`src/hw/rtl/prrs_pkg.sv`:
```
`timescale 1ns / 1ps
`default_nettype none

package prrs_pkg;

   // Default number of priority levels.
   localparam int NUM_LEVELS_DEFAULT = 4;
   // Default number of slots in each level's FIFO.
   localparam int QUEUE_DEPTH_DEFAULT = 16;
   // Width of a task id as carried on the ports and kept in the queues.
   localparam int TASK_ID_BITS = 8;
   // Width of the priority fields on the ports.
   localparam int PRIO_BITS = 3;

   localparam logic OP_ADD    = 1'b0;
   localparam logic OP_SELECT = 1'b1;

   localparam logic [1:0] STATUS_OK    = 2'd0;
   localparam logic [1:0] STATUS_FULL  = 2'd1;
   localparam logic [1:0] STATUS_RANGE = 2'd2;

   typedef struct packed {
      logic                    op;
      logic [TASK_ID_BITS-1:0] task_id;
      logic [PRIO_BITS-1:0]    task_priority;
      logic                    running_time_left;
   } req_item_type;

   typedef struct packed {
      logic                    next_valid;
      logic [TASK_ID_BITS-1:0] next_task_id;
      logic [PRIO_BITS-1:0]    next_priority;
      logic [1:0]              status;
   } rsp_item_type;

   // Commands from the controller to the datapath.
   typedef struct packed {
      logic load;
      logic exec;
      logic finish;
   } cmd_type;

   // Status from the datapath to the controller.
   typedef struct packed {
      logic rsp_free;
   } stat_type;

endpackage

`default_nettype wire

```
`src/hw/rtl/prrs_ram.sv`:
```
`timescale 1ns / 1ps
`default_nettype none

module prrs_ram #(
   parameter int WIDTH = 8,
   parameter int DEPTH = 64
) (
   input  wire logic                     clock,
   input  wire logic                     wr_en,
   input  wire logic [$clog2(DEPTH)-1:0] wr_addr,
   input  wire logic [WIDTH-1:0]         wr_data,
   input  wire logic                     rd_en,
   input  wire logic [$clog2(DEPTH)-1:0] rd_addr,
   output logic      [WIDTH-1:0]         rd_data
);

   logic [WIDTH-1:0] mem_ff [DEPTH];
   logic [WIDTH-1:0] rd_data_ff;

   always_ff @(posedge clock) begin
      if (wr_en) begin
         mem_ff[wr_addr] <= wr_data;
      end
      if (rd_en) begin
         rd_data_ff <= mem_ff[rd_addr];
      end
   end

   assign rd_data = rd_data_ff;

endmodule

`default_nettype wire

```
`src/hw/rtl/prrs_ctrl.sv`:
```
`timescale 1ns / 1ps
`default_nettype none

module prrs_ctrl
   import prrs_pkg::*;
(
   input  wire logic     clock,
   input  wire logic     reset,
   input  wire logic     req_valid,
   output logic          req_stall,
   input  wire stat_type stat,
   output cmd_type       cmd
);

   typedef enum logic [1:0] {
      ST_IDLE,
      ST_EXEC,
      ST_FINISH
   } state_type;

   state_type state_ff;
   logic      req_stall_ff;

   always_ff @(posedge clock) begin
      if (reset) begin
         state_ff     <= ST_IDLE;
         req_stall_ff <= 1'b0;
      end else begin
         unique case (state_ff)
            ST_IDLE: begin
               if (req_valid) begin
                  state_ff     <= ST_EXEC;
                  req_stall_ff <= 1'b1;
               end
            end
            ST_EXEC: begin
               state_ff <= ST_FINISH;
            end
            ST_FINISH: begin
               // Wait here until the output register can take the result.
               if (stat.rsp_free) begin
                  state_ff     <= ST_IDLE;
                  req_stall_ff <= 1'b0;
               end
            end
            default: begin
               state_ff     <= ST_IDLE;
               req_stall_ff <= 1'b0;
            end
         endcase
      end
   end

   always_comb begin
      cmd.load   = (state_ff == ST_IDLE) && req_valid;
      cmd.exec   = (state_ff == ST_EXEC);
      cmd.finish = (state_ff == ST_FINISH) && stat.rsp_free;
   end

   assign req_stall = req_stall_ff;

endmodule

`default_nettype wire

```
`src/hw/rtl/prrs_datapath.sv`:
```
`timescale 1ns / 1ps
`default_nettype none

module prrs_datapath
   import prrs_pkg::*;
#(
   parameter int NUM_LEVELS  = NUM_LEVELS_DEFAULT,
   parameter int QUEUE_DEPTH = QUEUE_DEPTH_DEFAULT
) (
   input  wire logic         clock,
   input  wire logic         reset,
   input  wire cmd_type      cmd,
   output stat_type          stat,
   input  wire req_item_type req_payload,
   input  wire logic         rsp_stall,
   output logic              rsp_valid,
   output rsp_item_type      rsp_payload
);

   localparam int LvlW     = $clog2(NUM_LEVELS);
   localparam int SlotW    = $clog2(QUEUE_DEPTH);
   localparam int CntW     = $clog2(QUEUE_DEPTH + 1);
   localparam int RamDepth = NUM_LEVELS << SlotW;
   localparam int AddrW    = LvlW + SlotW;
   localparam logic [PRIO_BITS:0]  LvlLimit = (PRIO_BITS + 1)'(NUM_LEVELS);
   localparam logic [CntW-1:0]     CntFull  = CntW'(QUEUE_DEPTH);
   localparam logic [SlotW-1:0]    SlotLast = SlotW'(QUEUE_DEPTH - 1);

   function automatic logic [SlotW-1:0] bump(input logic [SlotW-1:0] ptr);
      return (ptr == SlotLast) ? '0 : ptr + 1'b1;
   endfunction

   // Per-level FIFO control.
   logic [SlotW-1:0] head_ff  [NUM_LEVELS];
   logic [SlotW-1:0] head_in  [NUM_LEVELS];
   logic [SlotW-1:0] tail_ff  [NUM_LEVELS];
   logic [SlotW-1:0] tail_in  [NUM_LEVELS];
   logic [CntW-1:0]  count_ff [NUM_LEVELS];
   logic [CntW-1:0]  count_in [NUM_LEVELS];

   // Running task.
   logic                    run_present_ff;
   logic [TASK_ID_BITS-1:0] run_id_ff;
   logic [LvlW-1:0]         run_lvl_ff;

   // Item under work and what the update cycle leaves for the result cycle.
   req_item_type            item_ff;
   logic                    sel_ff;
   logic                    pop_any_ff;
   logic                    bypass_ff;
   logic [TASK_ID_BITS-1:0] byp_id_ff;
   logic [LvlW-1:0]         pop_lvl_ff;
   logic [1:0]              status_ff;

   logic                    rsp_valid_ff;
   logic                    rsp_valid_in;
   rsp_item_type            rsp_ff;

   logic                    is_sel;
   logic                    in_range;
   logic                    range_err;
   logic                    push_req;
   logic [LvlW-1:0]         push_lvl;
   logic [TASK_ID_BITS-1:0] push_id;
   logic [NUM_LEVELS-1:0]   full;
   logic [NUM_LEVELS-1:0]   nonempty;
   logic                    push_full;
   logic                    do_push;
   logic                    pop_any;
   logic [LvlW-1:0]         pop_lvl;
   logic                    pop;
   logic                    bypass;
   logic [1:0]              status_c;

   logic                    ram_wr_en;
   logic [AddrW-1:0]        ram_wr_addr;
   logic                    ram_rd_en;
   logic [AddrW-1:0]        ram_rd_addr;
   logic [TASK_ID_BITS-1:0] ram_rd_data;
   logic [TASK_ID_BITS-1:0] fetched_id;

   assign is_sel   = (item_ff.op == OP_SELECT);
   assign in_range = ({1'b0, item_ff.task_priority} < LvlLimit);

   always_comb begin
      push_req  = 1'b0;
      push_lvl  = run_lvl_ff;
      push_id   = run_id_ff;
      range_err = 1'b0;
      if (is_sel) begin
         push_req = run_present_ff && item_ff.running_time_left;
      end else if (in_range) begin
         push_req = 1'b1;
         push_lvl = item_ff.task_priority[LvlW-1:0];
         push_id  = item_ff.task_id;
      end else begin
         range_err = 1'b1;
      end
   end

   always_comb begin
      for (int l = 0; l < NUM_LEVELS; l++) begin
         full[l] = (count_ff[l] == CntFull);
      end
   end

   assign push_full = full[push_lvl];
   assign do_push   = push_req && !push_full;

   // A level counts as occupied if it holds entries or takes the push of this item.
   always_comb begin
      for (int l = 0; l < NUM_LEVELS; l++) begin
         nonempty[l] = (count_ff[l] != '0) || (do_push && (push_lvl == LvlW'(l)));
      end
   end

   always_comb begin
      pop_any = 1'b0;
      pop_lvl = '0;
      for (int l = NUM_LEVELS - 1; l >= 0; l--) begin
         if (nonempty[l]) begin
            pop_any = 1'b1;
            pop_lvl = LvlW'(l);
         end
      end
   end

   assign pop = is_sel && pop_any;
   // The pushed task is popped at once when its empty level is the one selected: no memory read.
   assign bypass = do_push && (push_lvl == pop_lvl) && (count_ff[pop_lvl] == '0);

   always_comb begin
      priority if (range_err) begin
         status_c = STATUS_RANGE;
      end else if (push_req && push_full) begin
         status_c = STATUS_FULL;
      end else begin
         status_c = STATUS_OK;
      end
   end

   assign ram_wr_en   = cmd.exec && do_push;
   assign ram_wr_addr = {push_lvl, tail_ff[push_lvl]};
   assign ram_rd_en   = cmd.exec && pop && !bypass;
   assign ram_rd_addr = {pop_lvl, head_ff[pop_lvl]};

   prrs_ram #(
      .WIDTH(TASK_ID_BITS),
      .DEPTH(RamDepth)
   ) u_store (
      .clock  (clock),
      .wr_en  (ram_wr_en),
      .wr_addr(ram_wr_addr),
      .wr_data(push_id),
      .rd_en  (ram_rd_en),
      .rd_addr(ram_rd_addr),
      .rd_data(ram_rd_data)
   );

   always_comb begin
      for (int l = 0; l < NUM_LEVELS; l++) begin
         head_in[l]  = head_ff[l];
         tail_in[l]  = tail_ff[l];
         count_in[l] = count_ff[l];
         if (cmd.exec) begin
            if (do_push && (push_lvl == LvlW'(l))) begin
               tail_in[l] = bump(tail_ff[l]);
            end
            if (pop && (pop_lvl == LvlW'(l))) begin
               head_in[l] = bump(head_ff[l]);
            end
            count_in[l] = count_ff[l]
                        + CntW'(do_push && (push_lvl == LvlW'(l)))
                        - CntW'(pop && (pop_lvl == LvlW'(l)));
         end
      end
   end

   assign fetched_id = bypass_ff ? byp_id_ff : ram_rd_data;

   always_comb begin
      if (cmd.finish) begin
         rsp_valid_in = 1'b1;
      end else if (!rsp_stall) begin
         rsp_valid_in = 1'b0;
      end else begin
         rsp_valid_in = rsp_valid_ff;
      end
   end

   always_ff @(posedge clock) begin
      if (reset) begin
         for (int l = 0; l < NUM_LEVELS; l++) begin
            head_ff[l]  <= '0;
            tail_ff[l]  <= '0;
            count_ff[l] <= '0;
         end
         run_present_ff <= 1'b0;
         run_id_ff      <= '0;
         run_lvl_ff     <= '0;
         rsp_valid_ff   <= 1'b0;
      end else begin
         for (int l = 0; l < NUM_LEVELS; l++) begin
            head_ff[l]  <= head_in[l];
            tail_ff[l]  <= tail_in[l];
            count_ff[l] <= count_in[l];
         end
         if (cmd.finish && sel_ff) begin
            run_present_ff <= pop_any_ff;
            run_id_ff      <= pop_any_ff ? fetched_id : '0;
            run_lvl_ff     <= pop_any_ff ? pop_lvl_ff : '0;
         end
         rsp_valid_ff <= rsp_valid_in;
      end
   end

   always_ff @(posedge clock) begin
      if (cmd.load) begin
         item_ff <= req_payload;
      end
      if (cmd.exec) begin
         sel_ff     <= is_sel;
         pop_any_ff <= pop;
         bypass_ff  <= bypass;
         byp_id_ff  <= push_id;
         pop_lvl_ff <= pop_lvl;
         status_ff  <= status_c;
      end
      if (cmd.finish) begin
         rsp_ff.next_valid    <= sel_ff && pop_any_ff;
         rsp_ff.next_task_id  <= (sel_ff && pop_any_ff) ? fetched_id : '0;
         rsp_ff.next_priority <= (sel_ff && pop_any_ff) ? PRIO_BITS'(pop_lvl_ff) : '0;
         rsp_ff.status        <= status_ff;
      end
   end

   assign stat.rsp_free = !rsp_valid_ff || !rsp_stall;
   assign rsp_valid     = rsp_valid_ff;
   assign rsp_payload   = rsp_ff;

endmodule

`default_nettype wire

```
`src/hw/rtl/priority_round_robin_scheduler_core.sv`:
```
// Multilevel priority round-robin scheduler with one task FIFO per level.
// Requests arrive on the req_ channel (valid and stall): an add item queues a
// task at the tail of its level, and a select item first requeues the running
// task if it has time left, then pops the most urgent non-empty level.
// Every item gives exactly one result item on the rsp_ channel, holding the
// selected task (selects only) and a status code.
// From acceptance to its result in the output register an item passes the
// accept step that registers it, an update step that moves the queue
// pointers and does the memory write and read together, and a result step
// that takes the registered memory read into the result. A new item is
// accepted only after the last has left its result step, as set by the
// input register in front of the update and by the registered read port of
// the queue memory, whose data is ready only in the cycle after the update.
// The input stalls while an item is at work. When the receiver stalls, the
// result waits in the output register, the next item may still be accepted and
// worked on, and it holds back its own result until the register is free.
// Reset clears all FIFOs and the running task; queue memory is not cleared,
// since only occupied slots are ever read.
`timescale 1ns / 1ps
`default_nettype none

module priority_round_robin_scheduler_core
   import prrs_pkg::*;
#(
   parameter int NUM_LEVELS  = NUM_LEVELS_DEFAULT,
   parameter int QUEUE_DEPTH = QUEUE_DEPTH_DEFAULT
) (
   input  wire logic         clock,
   input  wire logic         reset,
   input  wire logic         req_valid,
   output logic              req_stall,
   input  wire req_item_type req_payload,
   output logic              rsp_valid,
   input  wire logic         rsp_stall,
   output rsp_item_type      rsp_payload
);

   // Commands travel from the controller to the datapath, status comes back.
   cmd_type  cmd;
   stat_type stat;

   prrs_ctrl u_ctrl (
      .clock    (clock),
      .reset    (reset),
      .req_valid(req_valid),
      .req_stall(req_stall),
      .stat     (stat),
      .cmd      (cmd)
   );

   // The datapath holds the FIFO pointers, the queue memory, the running task
   // and the output register.
   prrs_datapath #(
      .NUM_LEVELS (NUM_LEVELS),
      .QUEUE_DEPTH(QUEUE_DEPTH)
   ) u_datapath (
      .clock      (clock),
      .reset      (reset),
      .cmd        (cmd),
      .stat       (stat),
      .req_payload(req_payload),
      .rsp_stall  (rsp_stall),
      .rsp_valid  (rsp_valid),
      .rsp_payload(rsp_payload)
   );

`ifndef SYNTHESIS
   // Once an item is taken, the input must close until that item is done.
   assert property (@(posedge clock) disable iff (reset)
      (req_valid && !req_stall) |=> req_stall)
      else $error("input accepted a second item while one was at work");

   // A fresh result must trace back to an item accepted just before its update and result steps.
   assert property (@(posedge clock) disable iff (reset)
      $rose(rsp_valid) |-> $past(req_valid && !req_stall, 3))
      else $error("result appeared without a matching accepted item");

   // An idle or add result carries no task.
   assert property (@(posedge clock) disable iff (reset)
      (rsp_valid && !rsp_payload.next_valid) |->
         (rsp_payload.next_task_id == '0 && rsp_payload.next_priority == '0))
      else $error("result without a selected task carries task fields");

   // A range error comes only from an add, which never selects a task.
   assert property (@(posedge clock) disable iff (reset)
      (rsp_valid && rsp_payload.status == STATUS_RANGE) |-> !rsp_payload.next_valid)
      else $error("range error reported together with a selected task");
`endif

endmodule

`default_nettype wire
```
`config.mk`:
```
export PLATFORM = sky130hd
export DESIGN_NAME = priority_round_robin_scheduler_core
export DESIGN_NICKNAME = d
export VERILOG_FILES = /design/src/hw/rtl/prrs_pkg.sv /design/src/hw/rtl/prrs_ram.sv /design/src/hw/rtl/prrs_ctrl.sv /design/src/hw/rtl/prrs_datapath.sv /design/src/hw/rtl/priority_round_robin_scheduler_core.sv
export SDC_FILE = /design/constraint.sdc
export NUM_CORES = 1
export LEC_CHECK = 0
export BUFFER_PORTS_ARGS = -buffer_cell sky130_fd_sc_hd__buf_4
export CAP_MARGIN = 5
export CORE_MARGIN = 1.5
export CORE_UTILIZATION = 25
export CTS_CLUSTER_DIAMETER = 150
export DETAILED_ROUTE_END_ITERATION = 7
export GPL_ROUTABILITY_DRIVEN = 0
export GPL_TIMING_DRIVEN = 0
export PLACE_DENSITY_LB_ADDON = 0.12
export RECOVER_POWER = 100
export REMOVE_ABC_BUFFERS = 1
export SLEW_MARGIN = 40
export SYNTH_ARGS = -nofsm -noshare
export SYNTH_HDL_FRONTEND = slang
export SYNTH_SLANG_ARGS = --single-unit
```
`constraint.sdc`:
```
create_clock -name clock -period 5.2 [get_ports clock]
set_input_delay 0.26 -clock clock [delete_from_list [all_inputs] [get_ports clock]]
set_output_delay 0.26 -clock clock [all_outputs]
set_load 0.02 [all_outputs]
```
== Yosys cells after proc, flatten, opt, wreduce, memory -nomap -nowiden ==
Memory sizes are Yosys's and may differ from the RTL's. A register that Yosys moved wholly into a read port is not among the register bits.
Cells that the tools add are included.
Storage, ports and cells
  output and inout bits: 16
  bits of input ports: 17
  memories kept: 4
  bits in writable memories: 564
  flip-flop bits (word level): 57
  word-level logic and storage cells: 195
Cells by class
  eq/ne operators: 24
  bitwise operators: 13
  add/sub/neg operators: 16
  reduce and logical (&&, ||, !) cells: 40
  $lt $le $gt $ge: 2
  mux-type cells: 75
Memory list
  u_datapath.u_store.mem_ff: words 64, bits a word 8, rd ports 1, clocked after Yosys merged registers in 1, write ports 1, RTL line prrs_ram.sv:17  | logic [WIDTH-1:0] mem_ff [DEPTH];
  u_datapath.count_ff: words 4, bits a word 5, rd ports 5, clocked after Yosys merged registers in 0, write ports 4, RTL line prrs_datapath.sv:38  | logic [CntW-1:0] count_ff [NUM_LEVELS];
  u_datapath.head_ff: words 4, bits a word 4, rd ports 5, clocked after Yosys merged registers in 0, write ports 4, RTL line prrs_datapath.sv:34  | logic [SlotW-1:0] head_ff [NUM_LEVELS];
  u_datapath.tail_ff: words 4, bits a word 4, rd ports 5, clocked after Yosys merged registers in 0, write ports 4, RTL line prrs_datapath.sv:36  | logic [SlotW-1:0] tail_ff [NUM_LEVELS];
Operators with widths (number)
  4-bit two-way mux: 32
  5-bit two-way mux: 8
  4-bit by 1-bit adder with 4-bit output, second input constant: 8
  4-bit == test, second input constant: 8
  8-bit two-way mux: 4
  1-bit logical AND: 21
  5-bit by 1-bit adder with 5-bit output: 4
  5-bit == test, second input constant: 4
  5-bit nonzero test: 4
  5-bit by 1-bit subtractor with 5-bit output: 4
  1-bit two-way mux: 19
  2-bit two-way mux: 9
  1-bit OR: 12
  2-bit == test, second input constant: 5
  2-bit by 1-bit == test with 1-bit output, second input constant: 3
  2-bit zero test: 3
  2-bit case mux with 3 select lines: 1
  5-bit zero test: 1
  1-bit logical OR: 5
  1-bit zero test: 4
  2-bit by 1-bit != test with 1-bit output, second input constant: 2
  2-bit by 3-bit less-than comparator with 1-bit output, second input constant: 1
  3-bit less-than comparator, second input constant: 1
  1-bit case mux with 3 select lines: 1
  6 further kinds: 6

== Logic depth before layout (Yosys ltp) ==
  word-level depth: 18
  depth in mapped cells: 21
  depth with buffers taken out: 20

== Hierarchy ==
From an unflattened synthesis, not the netlist that was laid out.
Second synthesis, totals
  cells, all modules: 1542
  area total of the unflattened synthesis: 26126.3 um2
By module, submodules not included
  prrs_ram: cells an instance 940, times used 1, area each 20246.9 um2
  prrs_datapath: cells an instance 587, times used 1, area each 5733.0 um2
  prrs_ctrl: cells an instance 15, times used 1, area each 146.4 um2

== Least setup slack after synthesis ==
No wires, ideal clock.
  path kind: register to register
  start: reg u_datapath.item_ff, in the netlist u_datapath.is_sel
  end: mem u_datapath.count_ff[3][4] in the netlist's numbering
  arrival time: 3972 ps
  path buffers: 3
  clock period less this slack: 4042 ps
  stages on the path, launching flop included: 22
  path slack: 1158 ps
  path through: edfxtp_1 > buf_6 > or2_1 > buf_6 > a31oi_2 > nor2_1 > a311o_1 > buf_4 > nor4_1 > and2_1 > ha_1 > inv_1 > ha_1 > inv_1 > fa_1 > inv_1 > a21oi_1 > nor2_1 > nor2_1 > xnor2_1 > or3_1 > a21oi_1
RTL lines
  from (decl): RTL line prrs_datapath.sv:47  | req_item_type item_ff;
  from (signal assigned): RTL line prrs_datapath.sv:219  | item_ff <= req_payload;
  to (decl): RTL line prrs_datapath.sv:38

== Worst setup path after layout ==
  start: reg u_datapath.item_ff, in the netlist u_datapath.is_sel
  end: reg u_datapath.u_store.rd_data_ff[4] (netlist: u_datapath.u_store.rd_data[4]) (read register of u_datapath.u_store.mem_ff), data pin
On the way
  word-level cells in the longest chain between the ends: 16
  elaborated cells between the ends (all ways): 36
  those cells by class: eq/ne (4); mux (12); reduce/logical (18); memory (2)
Ends and longest elaborated chain
  2-bit two-way mux: RTL line prrs_datapath.sv:90  | if (is_sel) begin
  1-bit binary-select mux with 2-bit select: RTL line prrs_datapath.sv:107  | assign push_full = full[push_lvl];
  1-bit two-way mux (implied by the code): RTL line prrs_datapath.sv:107
  1-bit zero test: RTL line prrs_datapath.sv:108  | assign do_push = push_req && !push_full;
  1-bit logical AND: RTL line prrs_datapath.sv:108
  1-bit logical AND: RTL line prrs_datapath.sv:113  | nonempty[l] = (count_ff[l] != '0) || (do_push && (push_lvl == LvlW'(l)));
  1-bit logical OR: RTL line prrs_datapath.sv:113
  2-bit two-way mux (4 in a row): RTL line prrs_datapath.sv:121  | if (nonempty[l]) begin
  memory 4 x 5 bit / 2-bit == test (equally long branches)
  5-bit zero test / 1-bit logical AND (equally long branches): RTL line prrs_datapath.sv:130  | assign bypass = do_push && (push_lvl == pop_lvl) && (count_ff[pop_lvl] == '0);
  1-bit logical AND: RTL line prrs_datapath.sv:130
  1-bit zero test: RTL line prrs_datapath.sv:144  | assign ram_rd_en = cmd.exec && pop && !bypass;
  1-bit logical AND: RTL line prrs_datapath.sv:144
  to (decl): RTL line prrs_ram.sv:18  | logic [WIDTH-1:0] rd_data_ff;
Parallel ways exist; a longest one is shown, timed or not. The select of a mux whose other input is x is not followed.
A chain may end at the register's enable or synchronous reset.

==> impl_summary.txt <==
----------------------------------------------------
[Outcome]
  Result of the run ... finished with violations
  Violated checks ... capacitance limit, slew limit

[Drt]
  Post-detailed-route DRC marker count ... 0
  Number of vias per cell after detailed routing ... 4.641
  Number of nets still failing antenna checks after routing ... 0
  Wire per inst ... 21.52 um
  Starting DRT DRC Count ... 1,036
  Drt pass-1 iters ... 5
  Total length of routed wires ... 75.89 mm
  Number of vias after detailed routing ... 16,360

[Power and ir drop]
  Fraction of power consumed by combinational cells ... 0.253
  Fraction of power consumed by sequential logic ... 0.394
  Internal power component ... 9.815 mW
  Power per Cell Area ... 459.4 nW/um2
  Switching Share ... 0.3092
  VDD IR-drop max ... 0.2448 mV
  Net load switching power ... 4.394 mW
  Lkg Pwr ... 10.54 nW
  Clock network fraction of total power ... 0.354
  Overall power ... 14.21 mW

[Die]
  Row cnt ... 117
  Horizontal extent of the die ... 325.1 um
  Initial core utilization ... 0.2534
  Die area ... 105,700 um2
  Placeable Area ... 102,300 um2
  Vertical extent of the die ... 325.1 um
  Top-level port count ... 33

[Clock tree]
  Cell at the root of the clock tree ... sky130_fd_sc_hd__clkbuf_16
  Total number of clock tree sinks ... 628
  Deepest level of the CTS H-tree ... 3
  CTS Buf Count ... 73
  CTS tree ... yes
  Source-to-sink clock delay at the later pin of the worst-skew pair ... 620 ps
  Number of buffers between clock root and the deepest sink ... 3
  Clock-pin slew on the worst setup and hold paths ... 60 ps

[Logic synthesis]
  Number of flops mapped to enable cells by yosys ... 561
  Cell Area, Synth ... 25,930 um2
  Number of synthesized register bits ... 628
  Syn avg cell area ... 12.84 um2
  Portion of the post-synthesis area used by sequential elements ... 0.7013
  Most instantiated flip-flop cell in the synthesis netlist ... sky130_fd_sc_hd__edfxtp_1
  Fraction of registers with async set/reset ... 0
  Yosys warns ... 0
  Post-Synthesis Cells ... 2,020
  Number of library cell types mapped by synthesis ... 67

[Timing]
  Highest Clock Rate ... 200.7 MHz
  Final setup vio count ... 0
  Fin crit share ... 0.9581
  RSZ-0062 raised after global routing ... false
  Total count of hold-check failures in the final report ... 0
  Clock period minus final worst setup slack ... 4982 ps
  Worst slack on hold paths ... 125.4 ps
  Transition time at the pin with the least slew margin ... 2719 ps
  Worst slew slack as a fraction of its limit ... -0.8127
  Worst Clk Skew ... 24.71 ps
  Total count of max-transition violations in the final report ... 503

[Global routing]
  Vias in the first global route ... 16,250
  Pin count of the biggest net entering global routing ... 68
  Global-route wire length before repair ... 111.5 mm
  GR Util All Layers ... 0.1422
  Antenna violations before repair ... 2
  Total congestion overflow after global routing ... 0

[Critical path]
  Critical Path Source Type ... register
  Data required time of the worst path ... 5440 ps
  Critical path capture point type ... register
  Worst Setup Path Type ... reg2reg
  Max FO, Critical Path ... 16
  Data arrival time of the worst path ... 5220 ps

[Hold path]
  Tightest Hold Check Type ... in2reg

[Layout]
  Fraction of final layout cells with drive strength greater than 1 ... 0.1029
  P&R area growth vs syn ... 19.26%
  Nets ... 2,152
  Diode count ... 0
  Most common library cell in the layout ignoring fill and taps ... sky130_fd_sc_hd__edfxtp_1
  Most frequent cells in the layout ... 561 x sky130_fd_sc_hd__edfxtp_1, 444 x sky130_fd_sc_hd__nand2_1, 146 x sky130_fd_sc_hd__nor2_1

[Job]
  Max_cap viols ... 9

[Place]
  Port Buf Inserts ... 31
  Total half-perimeter wirelength after legalization and detailed placement ... 48.63 mm

----------------------------------------------------
-- flip-flops by register name (all words and copies together) (netlist names) --
signal and flops:
u_datapath.status_ff 2, u_datapath.run_id_ff 8, u_datapath.rsp_valid 1, u_datapath.head_ff 16
u_datapath.item_ff 12, u_datapath.pop_lvl_ff 2, u_datapath.count_ff 20, u_datapath.sel_ff 1
u_ctrl.req_stall 1, u_datapath.pop_any_ff 1, u_datapath.u_store.rd_data 8, u_datapath.run_present_ff 1
u_datapath.rsp_payload 13, u_datapath.u_store.mem_ff 512, u_datapath.bypass_ff 1, u_datapath.run_lvl_ff 2
u_datapath.is_sel 1, u_datapath.tail_ff 16, u_datapath.byp_id_ff 8, u_ctrl.state_ff 2
-- synthesized netlist by cell type (9+ instances only) --
library cell                 n  area [um2]
sky130_fd_sc_hd__nand2_1   445        1670
sky130_fd_sc_hd__o21ai_0    16       80.08
sky130_fd_sc_hd__xnor2_1    12       105.1
sky130_fd_sc_hd__nand4_1    23       143.9
sky130_fd_sc_hd__buf_1      13       48.80
sky130_fd_sc_hd__buf_2      36       180.2
sky130_fd_sc_hd__ha_1       32       400.4
sky130_fd_sc_hd__edfxtp_1  561       16850
sky130_fd_sc_hd__mux2_2     10       112.6
sky130_fd_sc_hd__a21oi_1    98       490.5
sky130_fd_sc_hd__a21o_1      9       67.56
sky130_fd_sc_hd__nor2_1    152       570.6
sky130_fd_sc_hd__dfxtp_1    67        1341
sky130_fd_sc_hd__a32oi_1    28       245.2
sky130_fd_sc_hd__nand3_1    75       375.4
sky130_fd_sc_hd__a31oi_1    56       350.3
sky130_fd_sc_hd__and3_1     40       250.2
sky130_fd_sc_hd__inv_1      37       138.9
sky130_fd_sc_hd__a22oi_1    19       142.6
sky130_fd_sc_hd__or3_1      15       93.84
sky130_fd_sc_hd__clkbuf_1   50       187.7
sky130_fd_sc_hd__mux2i_1    76       760.7
sky130_fd_sc_hd__a32o_1     17       170.2
-- per-layer routing --
| layer | share of wire | vias up | track usage |
|---|---|---|---|
| met3 | 0.042 | 99 | 0.02445 |
| met1 | 0.48 | 8278 | 0.2001 |
| met4 | 0.019 | 0 | 0.03312 |
| met2 | 0.46 | 324 | 0.2272 |
| li1 | - | 7662 | - |
| met5 | 0 | - | 0 |
-- final timing paths --
path | start | to | slack [ps] | cells after the start
hold / removal | req_valid | u_ctrl.req_stall | 130 | 4
setup / recovery | u_datapath.is_sel | u_datapath.u_store.rd_data[4] | 220 | 17
hold reg to reg | u_datapath.status_ff[1] | u_datapath.rsp_payload[1] | 420 | 0
setup reg to reg | u_datapath.is_sel | u_datapath.u_store.rd_data[4] | 220 | 17
-- worst max-delay path, cell delays in order, from the launching register on --
cell and delay [ps]:
sky130_fd_sc_hd__edfxtp_1 480, sky130_fd_sc_hd__buf_4 210, sky130_fd_sc_hd__nor4b_2 340, sky130_fd_sc_hd__a31oi_4 100, sky130_fd_sc_hd__o22a_2 310, sky130_fd_sc_hd__a311o_2 470
sky130_fd_sc_hd__a21o_1 250, sky130_fd_sc_hd__o21ai_4 280, sky130_fd_sc_hd__buf_16 190, sky130_fd_sc_hd__buf_16 160, sky130_fd_sc_hd__buf_8 170, sky130_fd_sc_hd__buf_6 170
sky130_fd_sc_hd__buf_8 160, sky130_fd_sc_hd__mux2i_1 200, sky130_fd_sc_hd__a32o_1 180, sky130_fd_sc_hd__a31oi_1 80, sky130_fd_sc_hd__a22oi_2 420, sky130_fd_sc_hd__nand4_1 380
-- timing repair --
| item | CTS | global route |
|---|---|---|
| pin swaps | 5 | 8 |
| gates resized for setup | 15 | 17 |
| setup buffers | 11 | 12 |
| gates cloned | 0 | 1 |
| hold buffers | 14 | 0 |
| endpoints found under the hold margin | 15 | 0 |
| setup endpoints to repair | 8 | 8 |
-- power by group through the flow --
stage / Clock, mW / Combinational (mW) / Sequential, mW
floorplan: 0 / 2.15 / 5.69
global placement: 0 / 3.23 / 5.70
detailed placement: 0 / 3.47 / 5.69
CTS: 5.18 / 3.59 / 5.59
global route: 5.37 / 3.89 / 5.60
finish: 5.03 / 3.59 / 5.59
-- kinds of logic after synthesis --
family / count (synthesis) / share of synthesized area
and+or+nand+nor: 793 / 0.1316
DFF: 628 / 0.7013
AOI/OAI and AO/OA: 311 / 0.08337
buffers and inverters: 145 / 0.02461
muxes: 86 / 0.03368
adders and majority gates: 36 / 0.01853
xor gates and xnor gates: 20 / 0.006755
other: 1 / 0.0001446
-- cell type report --
type | count | area, um2
Clock inverter | 33 | 294.0
Sequential cell | 628 | 18190
Tap cell | 1368 | 1712
Clock buffer | 101 | 2027
Multi-Input combinational cell | 1248 | 7366
Inverter | 37 | 141.4
Fill cell | 10270 | 71400
Timing Repair Buffer | 111 | 1200
-- metrics by stage --
step / cell area [um2] / setup TNS (ps) / utilization / setup slack, ps / instances
floorplan: 25430 / -63540 / - / -8089 / 1912
global placement: 27380 / -226320 / 0.2675 / -18260 / 3311
CTS: 30970 / -105.0 / 0.3027 / -105.0 / 3513
finish: 30930 / 0 / 0.3022 / 217.8 / 3526
detailed placement: 28330 / -5444 / 0.2769 / -779.4 / 3354
global route: 30930 / 0 / 0.3022 / 40.78 / 3526
Power figures use the tool's default switching activity.
